--- src/hw/rtl/assert_macros.svh ---
// Assertion helpers; each expects clk and rst_n in scope.
`ifndef ASSERT_MACROS_SVH
`define ASSERT_MACROS_SVH

// Same-cycle implication.
`define ASSERT_SAME(lbl, ant, cons, msg) \
  lbl: assert property (@(posedge clk) disable iff (!rst_n) (ant) |-> (cons)) \
    else $error(msg);

// Next-cycle implication.
`define ASSERT_NEXT(lbl, ant, cons, msg) \
  lbl: assert property (@(posedge clk) disable iff (!rst_n) (ant) |=> (cons)) \
    else $error(msg);

`endif

--- src/hw/rtl/dsga_pkg.sv ---
package dsga_pkg;

  localparam int DSGA_DIMS  = 3;
  localparam int DSGA_AXES  = 3;
  localparam int AXW        = 2;
  localparam int SQRT_STEPS = 33;
  localparam int DIV_STEPS  = 64;
  localparam int CNTW       = 7;

  localparam logic [62:0] POT_MAX = {63{1'b1}};

  // work phases of the shared multiplier
  localparam logic [2:0] PH_SQ = 3'd0;
  localparam logic [2:0] PH_PU = 3'd1;
  localparam logic [2:0] PH_U  = 3'd2;
  localparam logic [2:0] PH_W  = 3'd3;
  localparam logic [2:0] PH_A  = 3'd4;

  typedef struct packed {
    logic           load;
    logic           mul_go;
    logic [1:0]     part;
    logic           wb;
    logic           sqrt_init;
    logic           sqrt_step;
    logic           div_init;
    logic           div_step;
    logic           emit;
    logic [2:0]     phase;
    logic [AXW-1:0] axis;
  } dsga_cmd_t;

  typedef struct packed {
    logic s_zero;
    logic last;
    logic out_busy;
  } dsga_sts_t;

endpackage

--- src/hw/rtl/dsga_ctrl.sv ---
module dsga_ctrl #(
  parameter int DIMS = 3
) (
  input  logic                clk,
  input  logic                rst_n,
  input  logic                in_tvalid,
  output logic                in_tready,
  input  dsga_pkg::dsga_sts_t sts,
  output dsga_pkg::dsga_cmd_t cmd
);
  import dsga_pkg::*;

  localparam logic [3:0] ST_IDLE  = 4'd0;
  localparam logic [3:0] ST_MUL   = 4'd1;
  localparam logic [3:0] ST_DRAIN = 4'd2;
  localparam logic [3:0] ST_WB    = 4'd3;
  localparam logic [3:0] ST_ZCHK  = 4'd4;
  localparam logic [3:0] ST_SQRT  = 4'd5;
  localparam logic [3:0] ST_DINIT = 4'd6;
  localparam logic [3:0] ST_DIV   = 4'd7;
  localparam logic [3:0] ST_EMIT  = 4'd8;

  localparam logic [AXW-1:0] AX_LAST = AXW'(DIMS - 1);

  logic [3:0]      state_r, state_nxt;
  logic [2:0]      phase_r, phase_nxt;
  logic [AXW-1:0]  axis_r, axis_nxt;
  logic [1:0]      part_r, part_nxt;
  logic [CNTW-1:0] cnt_r, cnt_nxt;

  always_comb begin
    state_nxt = state_r;
    phase_nxt = phase_r;
    axis_nxt  = axis_r;
    part_nxt  = part_r;
    cnt_nxt   = cnt_r;
    in_tready = 1'b0;
    cmd       = '0;
    cmd.phase = phase_r;
    cmd.axis  = axis_r;
    cmd.part  = part_r;
    case (state_r)
      ST_IDLE: begin
        in_tready = 1'b1;
        if (in_tvalid) begin
          cmd.load  = 1'b1;
          phase_nxt = PH_SQ;
          axis_nxt  = '0;
          part_nxt  = '0;
          state_nxt = ST_MUL;
        end
      end
      ST_MUL: begin
        cmd.mul_go = 1'b1;
        part_nxt   = part_r + 2'd1;
        if (part_r == 2'd3) state_nxt = ST_DRAIN;
      end
      ST_DRAIN: state_nxt = ST_WB;
      ST_WB: begin
        cmd.wb    = 1'b1;
        part_nxt  = '0;
        state_nxt = ST_MUL;
        case (phase_r)
          PH_SQ: begin
            if (axis_r == AX_LAST) state_nxt = ST_ZCHK;
            else axis_nxt = axis_r + 1'b1;
          end
          PH_PU: begin
            axis_nxt  = '0;
            phase_nxt = PH_U;
          end
          PH_U: phase_nxt = PH_W;
          PH_W: phase_nxt = PH_A;
          PH_A: begin
            if (axis_r == AX_LAST) begin
              state_nxt = ST_EMIT;
            end else begin
              axis_nxt  = axis_r + 1'b1;
              phase_nxt = PH_U;
            end
          end
          default: state_nxt = ST_EMIT;
        endcase
      end
      ST_ZCHK: begin
        if (sts.s_zero) begin
          state_nxt = ST_EMIT;
        end else begin
          cmd.sqrt_init = 1'b1;
          cnt_nxt       = '0;
          state_nxt     = ST_SQRT;
        end
      end
      ST_SQRT: begin
        cmd.sqrt_step = 1'b1;
        cnt_nxt       = cnt_r + 1'b1;
        if (cnt_r == CNTW'(SQRT_STEPS - 1)) state_nxt = ST_DINIT;
      end
      ST_DINIT: begin
        cmd.div_init = 1'b1;
        cnt_nxt      = '0;
        state_nxt    = ST_DIV;
      end
      ST_DIV: begin
        cmd.div_step = 1'b1;
        cnt_nxt      = cnt_r + 1'b1;
        if (cnt_r == CNTW'(DIV_STEPS - 1)) begin
          phase_nxt = PH_PU;
          axis_nxt  = '0;
          part_nxt  = '0;
          state_nxt = ST_MUL;
        end
      end
      ST_EMIT: begin
        // a last-flagged item holds until the output register is free; others go idle
        if (!sts.last) begin
          state_nxt = ST_IDLE;
        end else if (!sts.out_busy) begin
          cmd.emit  = 1'b1;
          state_nxt = ST_IDLE;
        end
      end
      default: state_nxt = ST_IDLE;
    endcase
  end

  always_ff @(posedge clk) begin
    if (!rst_n) begin
      state_r <= ST_IDLE;
      phase_r <= PH_SQ;
      axis_r  <= '0;
      part_r  <= '0;
      cnt_r   <= '0;
    end else begin
      state_r <= state_nxt;
      phase_r <= phase_nxt;
      axis_r  <= axis_nxt;
      part_r  <= part_nxt;
      cnt_r   <= cnt_nxt;
    end
  end

endmodule

--- config.mk ---
export PLATFORM = sky130hd
export DESIGN_NAME = dsga_ctrl
export DESIGN_NICKNAME = d
export VERILOG_FILES = /design/src/hw/rtl/assert_macros.svh /design/src/hw/rtl/dsga_pkg.sv /design/src/hw/rtl/dsga_ctrl.sv
export SDC_FILE = /design/constraint.sdc
export NUM_CORES = 1
export LEC_CHECK = 0
export ABC_CLOCK_PERIOD_IN_PS = 3200
export CORE_ASPECT_RATIO = 1.2
export CORE_MARGIN = 4
export CORE_UTILIZATION = 45
export CTS_CLUSTER_SIZE = 10
export DETAILED_ROUTE_END_ITERATION = 6
export DONT_BUFFER_PORTS = 1
export GPL_TIMING_DRIVEN = 0
export MAX_ROUTING_LAYER = met4
export PLACE_DENSITY = 0.58
export SKIP_LAST_GASP = 1
export SYNTH_ARGS = -nofsm -noshare
export SYNTH_HDL_FRONTEND = slang
export SYNTH_SLANG_ARGS = --single-unit
--- constraint.sdc ---
create_clock -name clk -period 3.2 [get_ports clk]
set_clock_uncertainty 0.15 [all_clocks]
set_input_delay 0.32 -clock clk [delete_from_list [all_inputs] [get_ports clk]]
set_output_delay 0.32 -clock clk [all_outputs]
set_load 0.005 [all_outputs]
==> flow_metrics.py <==
metrics = {
    "status": {
        "status": "finished clean",
    },
    "setup_path": {
        "start_kind": "flip-flop",
        "worstPathCellList": "inv_1 > ha_1 > and2b_2 > a2111oi_1 > or4_1 > o311ai_0",
        "critical_path_class": "flip-flop to flip-flop",
        "crit_slowest_cell": "a2111oi_1",
        "end_kind": "flip-flop",
        "max_stage_delay_ns": 0.60,
        "crit_arrival_ns": 2.18,
        "cpLargestDelayFamily": "compound AO/OA/AOI/OAI gates",
        "critPathRequiredTime_ns": 3.22,
        "rrSetupSlack_ns": 1.04,
        "path_max_fanout": 5,
        "path_buf_inv": 1,
    },
    "drt": {
        "drt_iter0_drc": 35,
        "drtPass1Iterations": 4,
        "routedWlPerCell_um": 16.7,
        "drc": 0,
        "wl_um": 3200,
        "vias": 1164,
        "ant_nets": 0,
        "viasPerCell": 6.09,
    },
    "power": {
        "ir_worst_vdd_mv": 0.166,
        "seq_power_share_pct": 51.4,
        "combPwrFrac_pct": 23.0,
        "switchingPower_w": 0.000144,
        "powerDensity_nw_per_um2": 329,
        "intPower_w": 0.000318,
        "p_clk_share_pct": 25.6,
        "p_leak_nw": 0.526,
        "sw_frac_of_total_pct": 31.1,
    },
    "clocking": {
        "post-cts-setup-buffer-count": 0,
        "hold_buffers": 0,
        "clockRootBuffer": "clkbuf_4",
        "cts_htree_levels": 1,
        "clk_pin_slew_ns": 0.10,
        "cts_made_buffers": 3,
        "ctsResizeCount": 0,
        "cts_sinks": 18,
        "cts.path.max_buffers": 2,
        "cts_tree": "done",
        "clock_latency_ns": 0.30,
    },
    "global_route": {
        "antenna_found_initial": 0,
        "grt_pass1_wl_um": 5150,
        "grt_max_degree": 11,
        "globalRouteOverflowTotal": 0,
        "grt_pass1_vias": 1115,
        "grt_util_all_layers_pct": 17.5,
    },
    "min_path": {
        "holdCritPathClass": "input port to flip-flop",
    },
    "final_layout": {
        "drive_gt1_share_pct": 13.4,
        "fin_nets": 169,
        "finalInstanceArea_sq_um": 1400,
        "area_growth_pct": 4.86,
        "antenna-diode-count": 0,
    },
    "logic_synthesis": {
        "yosysSeqAreaShare_pct": 26.9,
        "post-synth-top-area-cell": "dfxtp_1",
        "yosysTopAreaCellShare_pct": 26.9,
        "postSynthCellCount": 154,
        "netlist_area_sq_um": 1340,
        "synth_warnings": 0,
        "syn_nets": 164,
        "synth_edf_count": 0,
        "syn_avg_cell_area_sq_um": 8.69,
        "synth.area.top_cells": "dfxtp_1, clkbuf_8, ha_1",
        "synthArstFlopShare_pct": 0,
        "synth_cell_type_count": 54,
        "ys_ff_latch": 18,
        "ys.flop_type": "dfxtp_1",
    },
    "sta": {
        "finalSetupViolCount": 0,
        "tightest_slew_ns": 0.749,
        "min_period_over_period_pct": 67.6,
        "slew_viol_final": 0,
        "rsz0062_at_grt": "no",
        "final.setup.tns_ns": 0,
        "fin_crit_ns": 2.16,
        "timing.fmax_ghz": 0.462,
        "final_hold_viol_count": 0,
        "slew-limit-headroom_pct": 49.9,
    },
    "die": {
        "core_sq_um": 2810,
        "initial_core_util_pct": 47.6,
        "rows": 21,
        "die_h_um": 67.7,
        "dieArea_sq_um": 3910,
        "ioPinCount": 22,
        "die_x_um": 57.8,
    },
    "placement": {
        "io_buffer_count": 0,
        "place.gp.congestion": 0.866,
        "dp_hpwl_um": 2490,
        "dpl_cell_area_sq_um": 1380,
    },
    "run": {
        "maxCapViolations": 0,
    },
}
[metrics by stage]
step	util (%)	hold slack [ns]	power (W)	setup slack [ns]	instances
finish	49.9	0.0866	0.000461	1.04	191
global route	49.9	0.0806	0.000487	0.827	191
CTS	49.9	0.0952	0.000463	1.02	191
detailed placement	49.1	0.340	0.000350	1.04	188
global placement	49.1	0.324	0.000348	1.07	188
floorplan	-	0.312	0.000326	1.36	154
[synth_stat cells (3+ instances only)]
cell type  number
nor3b_1         5
o2111ai_1       4
nor2_1          8
a21oi_1         9
xnor2_1         4
ha_1            4
and3_1          3
nor4_1          5
nand2_1        13
dfxtp_1        18
o21ai_0         4
nor2b_1         8
nand4_1         3
buf_6           3
clkbuf_8        4
inv_1           8
[flip-flops by register name, summed over array words and instances (netlist names)]
name     flops
axis_r       2
cnt_r        7
part_r       2
phase_r      3
state_r      4
[layout make-up]
type                            count  area (sq um)
Clock buffer                        3          22.5
Inverter                            8          30.0
Fill cell                         265          1410
Tap cell                           34          42.5
Sequential cell                    18           360
Multi-Input combinational cell    118           843
Buffer                             10           104
[metal layers]
layer | up-vias | global-route usage [%] | wire [um]
li1 | 576 | - | -
met4 | 0 | 5.22 | 29
met3 | 4 | 3.06 | 128
met1 | 561 | 19.5 | 1380
met5 | - | - | 0
met2 | 23 | 31.6 | 1660
[worst paths after layout]
check,startpoint,endpoint,depth (start not counted)
setup / recovery,axis_r[0],axis_r[0],6
setup reg to reg,axis_r[0],axis_r[0],6
hold / removal,rst_n,axis_r[1],2
hold reg to reg,cnt_r[6],cnt_r[6],2
[placed cells by master, fill, tap and decap left out, types with 5 or more instances in the layout]
cell type and instances:
a21oi_1 9, dfxtp_1 18, inv_1 8, nand2_1 13, nor2_1 8, nor2b_1 8, nor3b_1 5, nor4_1 5
[power by group through the flow]
stage	Combinational, W	Clock, W	Sequential [W]
2_1_floorplan	0.0000856	0	0.000241
3_5_place_dp	0.000108	0	0.000242
3_3_place_gp	0.000106	0	0.000242
5_1_grt	0.000119	0.000130	0.000239
6_report	0.000106	0.000118	0.000237
4_1_cts	0.000108	0.000119	0.000237
[logic make-up (layout without fill, tap and decap cells)]
family / after synthesis / in the layout / synth area share, %
XOR/XNOR: 5 / 5 / 3.27
multiplexers: 3 / 3 / 2.34
flip-flops: 18 / 18 / 26.9
buffers and inverters: 18 / 21 / 10.0
AO/OA/AOI/OAI: 35 / 35 / 18.7
adder cells (fa/ha/maj): 4 / 4 / 3.74
AND/OR/NAND/NOR: 71 / 71 / 35.0
Power figures use the tool's default switching activity.
